## config.mk

```make
export PLATFORM = sky130hd
export DESIGN_NAME = bounded_random_xoshiro128ss_flat
export DESIGN_NICKNAME = d
export VERILOG_FILES = /design/src/rtl/brx_pkg.sv /design/src/rtl/brx_if.sv /design/src/rtl/bounded_random_xoshiro128ss.sv /design/src/rtl/brx_gen.sv /design/src/rtl/brx_div.sv /design/src/flat_wrapper.sv
export VERILOG_INCLUDE_DIRS = /design/src /design/src/rtl
export SDC_FILE = /design/constraint.sdc
export NUM_CORES = 1
export LEC_CHECK = 0
export ABC_AREA = 1
export ABC_CLOCK_PERIOD_IN_PS = 7500
export BUFFER_PORTS_ARGS = -buffer_cell sky130_fd_sc_hd__buf_2
export CAP_MARGIN = 20
export CORE_MARGIN = 2
export CORE_UTILIZATION = 45
export CTS_BUF_LIST = sky130_fd_sc_hd__clkbuf_16
export DETAILED_ROUTE_END_ITERATION = 8
export HOLD_SLACK_MARGIN = 0.06
export SLEW_MARGIN = 20
export SYNTH_ARGS = -nofsm -noshare
export SYNTH_HDL_FRONTEND = slang
export SYNTH_SLANG_ARGS = --single-unit
```

## constraint.sdc

```tcl
create_clock -name i_clk -period 7.5 [get_ports i_clk]
set_input_delay 1.5 -clock i_clk [delete_from_list [all_inputs] [get_ports i_clk]]
set_output_delay 1.5 -clock i_clk [all_outputs]
set_load 0.005 [all_outputs]
```

## src/rtl/bounded_random_xoshiro128ss_defines.svh

```systemverilog
// ----------------------------------------------------------------------------
// Bounded random source: assertion macros
// Shared concurrent-assertion shorthands; every user clocks on i_clk and
// holds checks off while i_rst_n is low.
// ----------------------------------------------------------------------------
`ifndef BOUNDED_RANDOM_XOSHIRO128SS_DEFINES_SVH
`define BOUNDED_RANDOM_XOSHIRO128SS_DEFINES_SVH

// Check a consequent in the same cycle as its antecedent
`define BRX_ASSERT_SAME(lbl, ante, cons, msg) \
    lbl: assert property (@(posedge i_clk) disable iff (!i_rst_n) \
        (ante) |-> (cons)) else $error(msg);

// Check a consequent in the cycle after its antecedent
`define BRX_ASSERT_NEXT(lbl, ante, cons, msg) \
    lbl: assert property (@(posedge i_clk) disable iff (!i_rst_n) \
        (ante) |=> (cons)) else $error(msg);

`endif

```

## src/rtl/brx_pkg.sv

```systemverilog
// ----------------------------------------------------------------------------
// Bounded random source: shared package
// Word types, seed reset values, config register indexes and the output
// scrambler of the generator.
// ----------------------------------------------------------------------------
`default_nettype none

package brx_pkg;

    localparam int unsigned WORD_W     = 32;
    localparam int unsigned SEED_COUNT = 4;
    localparam int unsigned CFG_IDX_W  = 3;

    typedef logic [WORD_W-1:0]    t_word;
    typedef logic [CFG_IDX_W-1:0] t_cfg_idx;

    // Config register indexes
    localparam t_cfg_idx CFG_SEED0 = 3'd0;
    localparam t_cfg_idx CFG_SEED1 = 3'd1;
    localparam t_cfg_idx CFG_SEED2 = 3'd2;
    localparam t_cfg_idx CFG_SEED3 = 3'd3;

    // Seed values after reset
    localparam t_word SEED0_RST = 32'd1;
    localparam t_word SEED1_RST = 32'd2;
    localparam t_word SEED2_RST = 32'd3;
    localparam t_word SEED3_RST = 32'd4;

    // Config write bundle
    typedef struct packed {
        logic     we;
        t_cfg_idx idx;
        t_word    data;
    } t_cfg_wr;

    // Output scrambler: rotl(s1 * 5, 7) * 9, multiplies as shift-adds
    function automatic t_word scramble(input t_word s1);
        t_word m5;
        t_word r7;
        m5 = s1 + {s1[WORD_W-3:0], 2'b00};
        r7 = {m5[WORD_W-8:0], m5[WORD_W-1:WORD_W-7]};
        return r7 + {r7[WORD_W-4:0], 3'b000};
    endfunction

endpackage

`default_nettype wire

```

## src/rtl/brx_if.sv

```systemverilog
// ----------------------------------------------------------------------------
// Bounded random source: stream interfaces
// Request channel carrying the bound and response channel carrying the
// value, each with a valid/ready handshake.
// ----------------------------------------------------------------------------
`default_nettype none

interface brx_req_if import brx_pkg::*; ();
    logic  valid;
    logic  ready;
    t_word bound;

    modport source (output valid, output bound, input ready);
    modport sink   (input valid, input bound, output ready);
endinterface

interface brx_rsp_if import brx_pkg::*; ();
    logic  valid;
    logic  ready;
    t_word value;

    modport source (output valid, output value, input ready);
    modport sink   (input valid, input value, output ready);
endinterface

`default_nettype wire

```

## src/rtl/bounded_random_xoshiro128ss.sv

```systemverilog
// ----------------------------------------------------------------------------
// Bounded random source: top level
// Returns an unbiased random number below a requested bound, drawn from a
// xoshiro128** generator with rejection sampling.
// ----------------------------------------------------------------------------
// Usage:
//   i_req carries one bound per beat; o_rsp returns one value per beat.
//   The config port writes seed registers 0 to 3; any seed write reloads
//   the whole generator state. Write seeds only while the block is idle.
//   Bound 0 or 1 returns 0 without a draw.
//   Bound 2^32-1 returns one raw word.
//   Other bounds run the shared 32-step remainder unit twice, once for the
//   rejection threshold and once for the final reduction, redrawing words
//   below the threshold; an all-zero state returns 0 after the threshold.
//   Only one beat is in work at a time; i_req.ready is high while idle,
//   so a new bound is taken only once the last one has gone to the output.
//   The result sits in an output register; a new request is taken while
//   it waits, and a finished result is held until o_rsp.ready frees it.
//   Reset loads seeds 1, 2, 3, 4 into the state and empties the output.
// ----------------------------------------------------------------------------
`default_nettype none

`include "bounded_random_xoshiro128ss_defines.svh"

module bounded_random_xoshiro128ss import brx_pkg::*; (
    input  wire logic                 i_clk,
    input  wire logic                 i_rst_n,
    brx_req_if.sink                   i_req,
    brx_rsp_if.source                 o_rsp,
    input  wire logic                 i_cfg_we,
    input  wire logic [CFG_IDX_W-1:0] i_cfg_idx,
    input  wire logic [WORD_W-1:0]    i_cfg_data
);

    localparam logic [2:0] S_IDLE  = 3'd0;
    localparam logic [2:0] S_FLOOR = 3'd1;
    localparam logic [2:0] S_DRAW  = 3'd2;
    localparam logic [2:0] S_MOD   = 3'd3;
    localparam logic [2:0] S_PUSH  = 3'd4;

    logic [2:0] r_state;
    logic [2:0] n_state;
    t_word      r_bound;
    t_word      n_bound;
    t_word      r_floor;
    t_word      n_floor;
    t_word      r_res;
    t_word      n_res;
    logic       r_raw;
    logic       n_raw;
    logic       r_out_valid;
    t_word      r_out_value;

    t_cfg_wr    cfg;
    logic       in_fire;
    logic       tiny_bound;
    logic       all_ones;
    logic       out_load;
    logic       gen_step;
    t_word      gen_word;
    logic       gen_zero;
    logic       div_start;
    t_word      div_dvd;
    t_word      div_dsr;
    logic       div_done;
    t_word      div_rem;

    assign cfg.we   = i_cfg_we;
    assign cfg.idx  = i_cfg_idx;
    assign cfg.data = i_cfg_data;

    assign i_req.ready = (r_state == S_IDLE);
    assign in_fire     = i_req.valid && i_req.ready;
    assign tiny_bound  = (i_req.bound[WORD_W-1:1] == '0);
    assign all_ones    = &i_req.bound;

    brx_gen u_gen (
        .i_clk   (i_clk),
        .i_rst_n (i_rst_n),
        .i_cfg   (cfg),
        .i_step  (gen_step),
        .o_word  (gen_word),
        .o_zero  (gen_zero)
    );

    brx_div u_div (
        .i_clk      (i_clk),
        .i_rst_n    (i_rst_n),
        .i_start    (div_start),
        .i_dividend (div_dvd),
        .i_divisor  (div_dsr),
        .o_done     (div_done),
        .o_rem      (div_rem)
    );

    // Sequence threshold, draws and reduction
    always_comb begin
        n_state   = r_state;
        n_bound   = r_bound;
        n_floor   = r_floor;
        n_res     = r_res;
        n_raw     = r_raw;
        gen_step  = 1'b0;
        div_start = 1'b0;
        div_dvd   = gen_word;
        div_dsr   = r_bound;
        out_load  = 1'b0;
        case (r_state)
            S_IDLE: begin
                if (in_fire) begin
                    n_bound = i_req.bound;
                    n_raw   = all_ones;
                    if (tiny_bound) begin
                        n_res   = '0;
                        n_state = S_PUSH;
                    end else if (all_ones) begin
                        n_state = S_DRAW;
                    end else begin
                        div_start = 1'b1;
                        div_dvd   = '0 - i_req.bound;
                        div_dsr   = i_req.bound;
                        n_state   = S_FLOOR;
                    end
                end
            end
            S_FLOOR: begin
                if (div_done) begin
                    n_floor = div_rem;
                    n_state = S_DRAW;
                end
            end
            S_DRAW: begin
                if (r_raw) begin
                    gen_step = 1'b1;
                    n_res    = gen_word;
                    n_state  = S_PUSH;
                end else if (gen_zero) begin
                    n_res   = '0;
                    n_state = S_PUSH;
                end else begin
                    gen_step = 1'b1;
                    if (gen_word >= r_floor) begin
                        div_start = 1'b1;
                        n_state   = S_MOD;
                    end
                end
            end
            S_MOD: begin
                if (div_done) begin
                    n_res   = div_rem;
                    n_state = S_PUSH;
                end
            end
            S_PUSH: begin
                if (!r_out_valid || o_rsp.ready) begin
                    out_load = 1'b1;
                    n_state  = S_IDLE;
                end
            end
            default: begin
                n_state = S_IDLE;
            end
        endcase
    end

    // Control state
    always_ff @(posedge i_clk) begin
        if (!i_rst_n) begin
            r_state     <= S_IDLE;
            r_out_valid <= 1'b0;
        end else begin
            r_state <= n_state;
            if (out_load) begin
                r_out_valid <= 1'b1;
            end else if (o_rsp.ready) begin
                r_out_valid <= 1'b0;
            end
        end
    end

    // Payload
    always_ff @(posedge i_clk) begin
        r_bound <= n_bound;
        r_floor <= n_floor;
        r_res   <= n_res;
        r_raw   <= n_raw;
        if (out_load) begin
            r_out_value <= r_res;
        end
    end

    assign o_rsp.valid = r_out_valid;
    assign o_rsp.value = r_out_value;

    `BRX_ASSERT_SAME(a_done_expected, div_done, (r_state == S_FLOOR) || (r_state == S_MOD), "remainder done outside a wait state")
    `BRX_ASSERT_SAME(a_res_in_range, (r_state == S_PUSH) && !r_raw, (r_res < r_bound) || ((r_bound[WORD_W-1:1] == '0) && (r_res == '0)), "result not below bound")
    `BRX_ASSERT_NEXT(a_tiny_bound, in_fire && tiny_bound, (r_state == S_PUSH) && (r_res == '0), "bound 0 or 1 not answered with zero")

endmodule

`default_nettype wire

```

## src/rtl/brx_gen.sv

```systemverilog
// ----------------------------------------------------------------------------
// Bounded random source: xoshiro128** generator
// Holds the seed registers and the 128-bit state; reloads the state on any
// seed write and advances it one step on request.
// ----------------------------------------------------------------------------
`default_nettype none

module brx_gen import brx_pkg::*; (
    input  wire logic    i_clk,
    input  wire logic    i_rst_n,
    input  wire t_cfg_wr i_cfg,
    input  wire logic    i_step,
    output logic [WORD_W-1:0] o_word,
    output logic              o_zero
);

    t_word r_seed [SEED_COUNT];
    t_word n_seed [SEED_COUNT];
    t_word r_st   [SEED_COUNT];
    t_word n_st   [SEED_COUNT];
    t_word t2;
    t_word t3;
    logic  seed_wr;

    assign seed_wr = i_cfg.we && (i_cfg.idx <= CFG_SEED3);

    // Update seeds and state
    always_comb begin
        n_seed = r_seed;
        n_st   = r_st;
        t2     = r_st[2] ^ r_st[0];
        t3     = r_st[3] ^ r_st[1];
        if (seed_wr) begin
            n_seed[i_cfg.idx[1:0]] = i_cfg.data;
            n_st = n_seed;
        end else if (i_step) begin
            n_st[0] = r_st[0] ^ t3;
            n_st[1] = r_st[1] ^ t2;
            n_st[2] = t2 ^ {r_st[1][WORD_W-10:0], 9'd0};
            n_st[3] = {t3[WORD_W-12:0], t3[WORD_W-1:WORD_W-11]};
        end
    end

    always_ff @(posedge i_clk) begin
        if (!i_rst_n) begin
            r_seed[0] <= SEED0_RST;
            r_seed[1] <= SEED1_RST;
            r_seed[2] <= SEED2_RST;
            r_seed[3] <= SEED3_RST;
            r_st[0]   <= SEED0_RST;
            r_st[1]   <= SEED1_RST;
            r_st[2]   <= SEED2_RST;
            r_st[3]   <= SEED3_RST;
        end else begin
            r_seed <= n_seed;
            r_st   <= n_st;
        end
    end

    // Present the word of the current state
    assign o_word = scramble(r_st[1]);
    assign o_zero = ~|(r_st[0] | r_st[1] | r_st[2] | r_st[3]);

endmodule

`default_nettype wire

```

## src/rtl/brx_div.sv

```systemverilog
// ----------------------------------------------------------------------------
// Bounded random source: remainder unit
// Restoring divider that yields dividend mod divisor, one quotient bit per
// cycle.
// ----------------------------------------------------------------------------
`default_nettype none

`include "bounded_random_xoshiro128ss_defines.svh"

module brx_div import brx_pkg::*; (
    input  wire logic              i_clk,
    input  wire logic              i_rst_n,
    input  wire logic              i_start,
    input  wire logic [WORD_W-1:0] i_dividend,
    input  wire logic [WORD_W-1:0] i_divisor,
    output logic                   o_done,
    output logic [WORD_W-1:0]      o_rem
);

    localparam int unsigned CNT_W = $clog2(WORD_W);
    localparam logic [CNT_W-1:0] LAST = CNT_W'(WORD_W - 1);

    logic             r_busy;
    logic             r_done;
    logic [CNT_W-1:0] r_cnt;
    t_word            r_rem;
    t_word            r_dvd;
    t_word            r_div;
    logic [WORD_W:0]  n_trial;
    logic [WORD_W:0]  n_diff;
    t_word            n_rem;

    // Shift in the next dividend bit and subtract when it fits
    always_comb begin
        n_trial = {r_rem, r_dvd[WORD_W-1]};
        n_diff  = n_trial - {1'b0, r_div};
        n_rem   = n_diff[WORD_W] ? n_trial[WORD_W-1:0] : n_diff[WORD_W-1:0];
    end

    // Step control
    always_ff @(posedge i_clk) begin
        if (!i_rst_n) begin
            r_busy <= 1'b0;
            r_done <= 1'b0;
            r_cnt  <= '0;
        end else begin
            r_done <= 1'b0;
            if (i_start) begin
                r_busy <= 1'b1;
                r_cnt  <= '0;
            end else if (r_busy) begin
                if (r_cnt == LAST) begin
                    r_busy <= 1'b0;
                    r_done <= 1'b1;
                end else begin
                    r_cnt <= r_cnt + 1'b1;
                end
            end
        end
    end

    // Datapath
    always_ff @(posedge i_clk) begin
        if (i_start) begin
            r_rem <= '0;
            r_dvd <= i_dividend;
            r_div <= i_divisor;
        end else if (r_busy) begin
            r_rem <= n_rem;
            r_dvd <= {r_dvd[WORD_W-2:0], 1'b0};
        end
    end

    assign o_done = r_done;
    assign o_rem  = r_rem;

    `BRX_ASSERT_SAME(a_rem_below_div, r_busy, r_rem < r_div, "remainder reached divisor")
    `BRX_ASSERT_SAME(a_done_at_last, r_done, r_cnt == LAST, "done without full sweep")

endmodule

`default_nettype wire

```

## src/flat_wrapper.sv

```systemverilog
// flat-port wrapper written by rule: the top's interface ports become plain ports
module bounded_random_xoshiro128ss_flat import brx_pkg::*;
  (i_clk, i_rst_n, i_cfg_we, i_cfg_idx, i_cfg_data, i_req_valid, i_req_bound, i_req_ready, o_rsp_valid, o_rsp_value, o_rsp_ready);
  brx_req_if i_req_i ();
  brx_rsp_if o_rsp_i ();
  input  wire logic i_clk;
  input  wire logic i_rst_n;
  input  wire logic i_cfg_we;
  input  wire logic [CFG_IDX_W-1:0] i_cfg_idx;
  input  wire logic [WORD_W-1:0] i_cfg_data;
  input wire logic [$bits(i_req_i.valid)-1:0] i_req_valid;
  input wire logic [$bits(i_req_i.bound)-1:0] i_req_bound;
  output wire logic [$bits(i_req_i.ready)-1:0] i_req_ready;
  output wire logic [$bits(o_rsp_i.valid)-1:0] o_rsp_valid;
  output wire logic [$bits(o_rsp_i.value)-1:0] o_rsp_value;
  input wire logic [$bits(o_rsp_i.ready)-1:0] o_rsp_ready;
  assign i_req_i.valid = i_req_valid;
  assign i_req_i.bound = i_req_bound;
  assign i_req_ready = i_req_i.ready;
  assign o_rsp_valid = o_rsp_i.valid;
  assign o_rsp_value = o_rsp_i.value;
  assign o_rsp_i.ready = o_rsp_ready;
  bounded_random_xoshiro128ss u_core (.i_clk(i_clk), .i_rst_n(i_rst_n), .i_req(i_req_i), .o_rsp(o_rsp_i), .i_cfg_we(i_cfg_we), .i_cfg_idx(i_cfg_idx), .i_cfg_data(i_cfg_data));
endmodule
```

# Word-level counts from Yosys, hierarchy flattened
# Cells that the tools add are included.
# totals
in_bits,72
reg_bits,492
output_inout_bits,34
# op_classes
addsub,5
n_bitwise,12
eq_ne,12
reduce_logical,20
n_lt_le_gt_ge,4
n_mux,50
# ops
op,n
$mux W32,17
$mux W128,2
$xor A32 B32 Y32,5
$bwmux W128,1
$or A32 B32 Y32,3
$pmux W32 S3,1
$add A32 B32 Y32,2
$demux W32 S2,1
$sub A33 B32 Y33,1
$ge A32 B32 Y1,1
$reduce_and A32 Y1,1
$reduce_or A32 Y1,1
$sub A1 B32 Y32 const A,1
$logic_not A31 Y1,1
$mux W3,8
$mux W1,17
$pmux W3 S5,1
$reduce_and A5 Y1,2
$ne A2 B2 Y1 const B,4
$eq A3 B2 Y1 const B,2
$reduce_and A2 Y1,3
$reduce_bool A2 Y1,3
$add A5 B1 Y5 const B,1
$eq A5 B5 Y1 const B,1
other kinds (19),23

# Depth between registers and ports, before layout
# Gate-level depths: netlist of run 1.
# depth
depth_word,9
depth_mapped,40
ltp_nobuf,38

# By module
# A second synthesis of run 1 with hierarchy kept.
# hier_totals
cells_unflattened,4051
area_unflattened_um2,29494.5
# modules_own_cells
module,n_inst,cells_each,seq_area_each_um2,area_per_inst_um2
brx_gen,1,2284,5124.9,15469.8
bounded_random_xoshiro128ss,1,736,3953.8,7141.8
brx_div,1,1031,2702.6,6882.9

# Worst setup path before layout of run 1
# No wires, ideal clock.
# synth_timing
path_kind,register -> register
startpoint,reg u_core.u_gen.r_st[64] (netlist bit)
endpoint,"reg u_core.u_div.r_dvd[0], enable pin"
required_ns,7.106
n_path_buf,0
stages_incl_launch_ff,31
arrival_ns,5.334
setup_slack_ns,1.772
period_less_slack_ns,5.728
cell_sequence,dfxtp_1 ha_1 fa_1 nand2_1 nand2_1 and2_1 a21oi_1 inv_1 nand3_1 nand3_1 a21oi_1 xor2_1 ha_1 a21oi_1 nand2_1 a21boi_0 o21ai_0 nand4_1 nand3_1 and2_1 ha_1 nand2_1 inv_1 nand4_1 nor2_1 nand4_1 nand3_1 nand2_1 nand2_2 inv_2 nand2_1
# synth_between
elab_chain_len,8
# synth_lines
element,line_no,rtl
"start, declared",brx_gen.sv:19,t_word r_st [SEED_COUNT];
"start signal, assigned",brx_gen.sv:56,r_st <= n_st;
$add A32 B32 Y32 or $or A32 B32 Y32 (tied branches),"brx_pkg.sv:40, brx_gen.sv:62",
$add A32 B32 Y32 or $or A32 B32 Y32 (tied branches),"brx_pkg.sv:42, brx_gen.sv:62",
$ge A32 B32 Y1 or $or A32 B32 Y32 (tied branches),"bounded_random_xoshiro128ss.sv:142, brx_gen.sv:62",
$mux W1 or $reduce_or A32 Y1 (tied branches),"bounded_random_xoshiro128ss.sv:142, brx_gen.sv:62",
$mux W1 (*),bounded_random_xoshiro128ss.sv:137,end else if (gen_zero) begin
$mux W1 (*),bounded_random_xoshiro128ss.sv:133,if (r_raw) begin
$pmux W1 S2 (*),bounded_random_xoshiro128ss.sv:108,case (r_state)
$reduce_bool A2 Y1 (no source line) (*),n/a,
"end signal, assigned",brx_div.sv:66,r_dvd <= i_dividend;
"end signal, assigned",brx_div.sv:70,"r_dvd <= {r_dvd[WORD_W-2:0], 1'b0};"
"end, declared",brx_div.sv:27,t_word r_dvd;
# Mark *: on every way between the ends. The rest lies on a longest branch, timed or not.
# A chain may end at the register's enable or synchronous reset.

# Worst setup path in the final report of run 1
# layout_timing
startpoint,reg u_core.u_gen.r_st[67] (netlist bit)
endpoint,reg u_core.u_div.r_cnt[1]
# layout_between
elab_chain_len,8
# layout_lines
element,line_no,rtl
$add A32 B32 Y32 or $or A32 B32 Y32 (tied branches),"brx_pkg.sv:40, brx_gen.sv:62",
$add A32 B32 Y32 or $or A32 B32 Y32 (tied branches),"brx_pkg.sv:42, brx_gen.sv:62",
$ge A32 B32 Y1 or $or A32 B32 Y32 (tied branches),"bounded_random_xoshiro128ss.sv:142, brx_gen.sv:62",
$mux W1 or $reduce_or A32 Y1 (tied branches),"bounded_random_xoshiro128ss.sv:142, brx_gen.sv:62",
$mux W1 (*),bounded_random_xoshiro128ss.sv:137,
$mux W1 (*),bounded_random_xoshiro128ss.sv:133,
$pmux W1 S2 (*),bounded_random_xoshiro128ss.sv:108,
$reduce_or A2 Y1 (no source line) (*),n/a,
"end signal, assigned",brx_div.sv:56,r_cnt <= r_cnt + 1'b1;
"end, declared",brx_div.sv:25,logic [CNT_W-1:0] r_cnt;
# Marks and branches as above.

==> results of run 1 <==
[final timing paths]
kind | end | cells past startpoint | start
worst max register to register | u_core.u_div.r_cnt[1]$_SDFFE_PP0P_ | 31 | u_core.u_gen.r_st[67]$_SDFFE_PN0P_
worst min-delay path | u_core.o_rsp.value[7]$_DFFE_PP_ | 0 | u_core.r_res[7]$_DFFE_PP_
worst max-delay path | u_core.u_div.r_cnt[1]$_SDFFE_PP0P_ | 31 | u_core.u_gen.r_st[67]$_SDFFE_PN0P_
worst min register to register | u_core.o_rsp.value[7]$_DFFE_PP_ | 0 | u_core.r_res[7]$_DFFE_PP_
[routing by layer]
metal | global-route usage | share of wire | up-vias
met3 | 0.0269 | 0.043 | 182
li1 | - | - | 13352
met5 | 0 | 0 | -
met4 | 0.118 | 0.044 | 0
met1 | 0.360 | 0.43 | 12458
met2 | 0.488 | 0.48 | 768
[power groups by stage]
stage / Clock (W) / Sequential (W) / Combinational, W
floorplan: 0 / 0.00379 / 0.00445
global placement: 0 / 0.00393 / 0.00671
detailed placement: 0 / 0.00394 / 0.00669
CTS: 0.00253 / 0.00389 / 0.00673
global route: 0.00263 / 0.00396 / 0.00751
finish: 0.00249 / 0.00390 / 0.00681
[layout make-up]
type	instances	area (um^2)
clock buffers	54	1350
repair buffers	137	781
multi-input cells	2935	15100
well taps	846	1060
fillers	6389	31600
flip-flops and latches	492	11800
inverters	375	1420
clock inverters	43	263
[timing repair]
item,4_1_cts,5_1_grt
endpoints found under the setup margin,0,18
buffers inserted,0,0
endpoints found under the hold margin,0,0
hold buffers,0,0
gates resized for setup,0,1
[stage by stage]
step	worst slack, ns	instances	total power [W]
floorplan	1.77	3966	0.00824
global placement	0.787	4785	0.0106
detailed placement	0.718	4785	0.0106
CTS	0.680	4882	0.0131
global route	0.0176	4882	0.0141
finish	0.589	4882	0.0132
[flip-flops by register name, indices dropped and copies added (netlist names)]
signal / cells
u_core.u_div.o_rem: 32
u_core.r_floor: 32
u_core.u_gen.r_seed: 128
u_core.u_div.r_busy: 1
u_core.r_res: 32
u_core.u_div.r_cnt: 5
u_core.u_div.r_dvd: 32
u_core.o_rsp.value: 32
u_core.r_state: 3
u_core.r_raw: 1
u_core.u_gen.r_st: 128
u_core.r_bound: 32
u_core.o_rsp.valid: 1
u_core.u_div.o_done: 1
u_core.u_div.r_div: 32
[cells by family after synthesis]
logic type      after synthesis  share of synthesized area
simple gates               1705                      0.239
compound gates              956                      0.180
buf+inv                     539                     0.0736
flops                       492                      0.407
xor+xnor                    146                     0.0442
fa+ha+maj                   128                     0.0561
[cells in the final DEF (no fill, tap or decap), types with 6 or more instances in the layout]
cell type and instances:
a21oi_1 374, a31oi_1 38, and2_1 8, buf_2 104
buf_4 32, clkbuf_16 54, clkinv_1 11, clkinv_2 11
dfxtp_1 299, edfxtp_1 193, ha_1 125, inv_1 376
inv_2 8, nand2_1 1071, nand3_1 134, nand4_1 44
nor2_1 361, nor2_4 6, nor3_1 26, nor4_1 16
o211ai_1 68, o21a_1 6, o21ai_0 393, o21bai_1 14
o22ai_1 12, o31ai_1 33, or2_1 11, or2_2 8
xnor2_1 68, xor2_1 78
==> run_results.csv, run 1 <==
group,metric,value,unit
synth,synth_seq_cells,492,
route,initialDrtViolationCount,2067,
die,std_cell_rows,92,
critical_path,start_kind,"register",
layout,drive_gt1_frac,0.0617,
placement,dpl_cell_area,30100,um^2
sta,fin_skew,0.0355,ns
synth,yosysTopAreaCell,"dfxtp_1",
synth,yosys.area.top_type_share,0.207,
worst_hold_path,holdCritPathClass,"reg -> reg",
global_routing,grt.overflow.total,0,
route,via_per_inst,5.48,
sta,hold_violations,0,
synth,synth.area.top_cells,"dfxtp_1 21%, edfxtp_1 20%, nand2_1 14%",
layout,antennaDiodeCount,0,
sta,finalSetupViolations,0,
sta,max_freq,145,MHz
placement,place.gp.congestion,0.962,
synth,synth_edf_count,193,
die,die_area,66300,um^2
placement,dp_hpwl,70900,um
synth,ys_async_sr_fraction,0,
sta,worst_hold_slack,0.417,ns
sta,drv_slew,0,
power_and_ir_drop,seq_power_share,0.295,
power_and_ir_drop,p_leak,13.6,nW
clocking,clock_path_buffers,3,
critical_path,crit_required,8.03,ns
power_and_ir_drop,swShare,0.479,
die,io_pins,106,
layout,final_util,0.501,
sta,slew_headroom,0.286,
layout,final_nets,4194,
die,core_area,63300,um^2
power_and_ir_drop,vdd_drop_max,218,uV
critical_path,cp_num_buf_inv,4,
global_routing,grt_pass1_wl,146000,um
die,die_h,258,um
flow_run,maxCapViolCount,0,
die,initial_core_util,0.457,
critical_path,crit_top_cell,"nand3_1",
clocking,cts_made_buffers,53,
clocking,cts_tree,"yes",
synth,yosysSeqAreaShare,0.407,
clocking,h-tree-depth,2,
synth,postSynthAreaPerCell,7.29,um^2
global_routing,grt_max_degree,102,
power_and_ir_drop,comb_power_share,0.516,
clocking,clock_latency,0.63,ns
synth,ys_types,47,
power_and_ir_drop,power.switching,0.00632,W
sta,tightest_slew,1.07,ns
route,vias,26760,
synth,synthTopCellsByCount,"1,071 x nand2_1, 393 x o21ai_0, 374 x a21oi_1, 366 x inv_1, 366 x nor2_1",
route,drt-total-wl,95600,um
route,drtAntennaViolNets,0,
power_and_ir_drop,clockPowerShare,0.188,
layout,syn_to_final_growth,9.66,%
status,status,"complete, no violations",
critical_path,worst-setup-path-type,"reg -> reg",
power_and_ir_drop,cellPowerDensity,416,nW/um^2
route,drcViolationCount,0,
power_and_ir_drop,power.internal,0.00688,W
global_routing,grt_pass1_vias,24720,
critical_path,arrival,7.44,ns
layout,stdcell_area,31700,um^2
route,firstDrtPassIters,6,
critical_path,critPathSlowestCell,"dfxtp_1",
sta,min_period_over_period,0.921,
synth,synthCells,3966,
synth,synth-main-ff-cell,"dfxtp_1",
synth,syn-num-nets,4166,
sta,min_period,6.91,ns
clocking,cts.clk_slew.worst_paths,0.06,ns
placement,io_buffers,105,
critical_path,endpoint_kind,"register",
critical_path,critPathTopFamily,"simple AND/OR/NAND/NOR gates",
synth,synth.most_common_cell,"nand2_1",
global_routing,antenna_found_initial,1,
route,post_drt_wl_per_cell,19.6,um
die,dieWidth,258,um
critical_path,r2r_setup_slack,0.59,ns
synth,syn-cell-area,28900,um^2
sta,fin_tns_setup,0,ns
critical_path,path_max_fanout,48,
global_routing,grt.total_usage,0.282,
sta,rsz0062_at_grt,"false",
critical_path,max_stage_delay,0.60,ns
clocking,cts.sinks,492,
synth,yosysWarnings,0,
clocking,cts_root_buf,"clkbuf_16",
Power figures use the tool's default switching activity.
==> run 2, diff against run 1 <==
--- a/config.mk
+++ b/config.mk
@@ -15,6 +15,7 @@
 export CTS_BUF_LIST = sky130_fd_sc_hd__clkbuf_16
 export DETAILED_ROUTE_END_ITERATION = 8
 export HOLD_SLACK_MARGIN = 0.06
+export MAX_ROUTING_LAYER = met4
 export SLEW_MARGIN = 20
 export SYNTH_ARGS = -nofsm -noshare
 export SYNTH_HDL_FRONTEND = slang
==> run_results.csv, run 2 (synthesized netlist as in run 1, its figures left out) <==
group,metric,value,unit
clocking,cts_tree,"yes",
power_and_ir_drop,seq_power_share,0.292,
worst_hold_path,min_path_cells,0,
clocking,cts_resized,0,
layout,seqCellArea,11800,um^2
layout,drive_gt1_frac,0.0624,
sta,finalSetupViolations,0,
placement,dp_hpwl,70700,um
status,status,"complete, no violations",
power_and_ir_drop,power.internal,0.00698,W
sta,slew_headroom,0.298,
layout,syn_to_final_growth,10.0,%
critical_path,endpoint_kind,"register",
route,vias,26892,
layout,layout_commonest_cell,"nand2_1",
critical_path,arrival,6.98,ns
worst_hold_path,holdCritPathClass,"reg -> reg",
clocking,cts.sinks,492,
critical_path,start_kind,"register",
die,die_area,66300,um^2
clocking,h-tree-depth,2,
die,std_cell_rows,92,
clocking,cts.clk_slew.worst_paths,0.06,ns
global_routing,grt_pass1_wl,146000,um
critical_path,max_stage_delay,0.61,ns
layout,final_cell_mix,"1,071 x nand2_1, 393 x o21ai_0, 380 x inv_1",
critical_path,crit_top_cell,"nand2_1",
power_and_ir_drop,clockPowerShare,0.193,
global_routing,grt.total_usage,0.291,
layout,multiInputGateArea,15100,um^2
power_and_ir_drop,swShare,0.477,
die,initial_core_util,0.457,
die,die_h,258,um
critical_path,critPathSlowestCell,"dfxtp_1",
route,firstDrtPassIters,6,
placement,io_buffers,105,
sta,rsz0062_at_grt,"false",
clocking,cts_made_buffers,54,
sta,min_period_over_period,0.898,
power_and_ir_drop,vdd_drop_max,229,uV
critical_path,r2r_cells,31,
global_routing,grt.overflow.total,0,
critical_path,path_max_fanout,40,
route,post_drt_wl_per_cell,19.7,um
sta,fin_skew,0.0406,ns
global_routing,antenna_found_initial,1,
route,drcViolationCount,0,
clocking,cts_root_buf,"clkbuf_16",
route,via_per_inst,5.51,
layout,antennaDiodeCount,0,
layout,fillers,6378,
die,core_area,63300,um^2
route,drt-total-wl,96300,um
critical_path,crit_required,7.74,ns
global_routing,grt_max_degree,183,
power_and_ir_drop,cellPowerDensity,419,nW/um^2
route,drtAntennaViolNets,0,
sta,drv_slew,0,
power_and_ir_drop,p_leak,13.7,nW
power_and_ir_drop,power.switching,0.00636,W
layout,stdcell_area,31800,um^2
power_and_ir_drop,comb_power_share,0.514,
critical_path,worst-setup-path-type,"reg -> reg",
placement,place.gp.congestion,0.970,
sta,hold_violations,0,
critical_path,worstSetupPathDepth,31,
clocking,clock_path_buffers,3,
global_routing,grt_pass1_vias,24570,
route,initialDrtViolationCount,2159,
die,dieWidth,258,um
sta,min_period,6.74,ns
critical_path,cp_num_buf_inv,5,
sta,tightest_slew,1.05,ns
placement,dpl_cell_area,30100,um^2
flow_run,maxCapViolCount,0,
clocking,cts_hold_buffers,0,
clocking,postCtsSetupRepairBufs,0,
sta,fin_tns_setup,0,ns
layout,final_util,0.503,
layout,final_nets,4194,
critical_path,critPathTopFamily,"simple AND/OR/NAND/NOR gates",
sta,max_freq,148,MHz
clocking,clock_latency,0.64,ns
layout,reg_top3,"u_core.u_gen.r_seed x128, u_core.u_gen.r_st x128",
die,io_pins,106,
==> run 2: metrics by stage <==
stage / instances / power [W] / worst slack, ns / hold slack [ns]
2_1_floorplan: 3966 / 0.00824 / 1.77 / 0.400
5_1_grt: 4884 / 0.0142 / 0.109 / 0.423
4_1_cts: 4884 / 0.0133 / 0.670 / 0.418
3_3_place_gp: 4784 / 0.0107 / 0.829 / 0.401
3_5_place_dp: 4784 / 0.0107 / 0.715 / 0.405
6_report: 4884 / 0.0133 / 0.762 / 0.418
==> run 2: layer usage <==
layer	wire length, um	GRT usage	share of wire
met1	40900	0.360	0.43
met2	47100	0.494	0.49
met3	4230	0.0260	0.044
met4	3980	0.115	0.041
met5	0	-	0
==> run 2: power by group through the flow <==
| stage | Combinational [W] | Clock [W] | Sequential, W |
|---|---|---|---|
| after CTS | 0.00678 | 0.00262 | 0.00389 |
| after global routing | 0.00755 | 0.00272 | 0.00396 |
| after detailed placement | 0.00674 | 0 | 0.00394 |
| after floorplan | 0.00445 | 0 | 0.00379 |
| after global placement | 0.00675 | 0 | 0.00393 |
| final | 0.00686 | 0.00258 | 0.00390 |
==> run 2: area by class of cell <==
| cell class | instances | share of cell area |
|---|---|---|
| clock inverters | 45 | 0.0101 |
| clock buffers | 55 | 0.0433 |
| well taps | 846 | 0.0333 |
| inverters | 375 | 0.0446 |
| multi-input cells | 2935 | 0.474 |
| repair buffers | 136 | 0.0247 |
| flip-flops and latches | 492 | 0.370 |
==> run 2: worst reg2reg max path, delay by kind of cell, from the launching register on <==
kind / cells / cell delay [ns]
AOI/OAI and AO/OA: 6 / 1.40
xor gates and xnor gates: 2 / 0.77
adders and majority gates: 3 / 1.02
buffers and inverters: 5 / 0.77
DFF: 1 / 0.61
and+or+nand+nor: 15 / 1.75
==> run 2: worst paths after layout <==
| kind | from | end | slack, ns |
|---|---|---|---|
| setup / recovery | u_core.u_gen.r_st[68]$_SDFFE_PN0P_ | u_core.u_div.r_dvd[15]$_DFFE_PP_ | 0.76 |
| hold / removal | u_core.r_res[18]$_DFFE_PP_ | u_core.o_rsp.value[18]$_DFFE_PP_ | 0.42 |
| setup reg to reg | u_core.u_gen.r_st[68]$_SDFFE_PN0P_ | u_core.u_div.r_dvd[15]$_DFFE_PP_ | 0.76 |
| hold reg to reg | u_core.r_res[18]$_DFFE_PP_ | u_core.o_rsp.value[18]$_DFFE_PP_ | 0.42 |
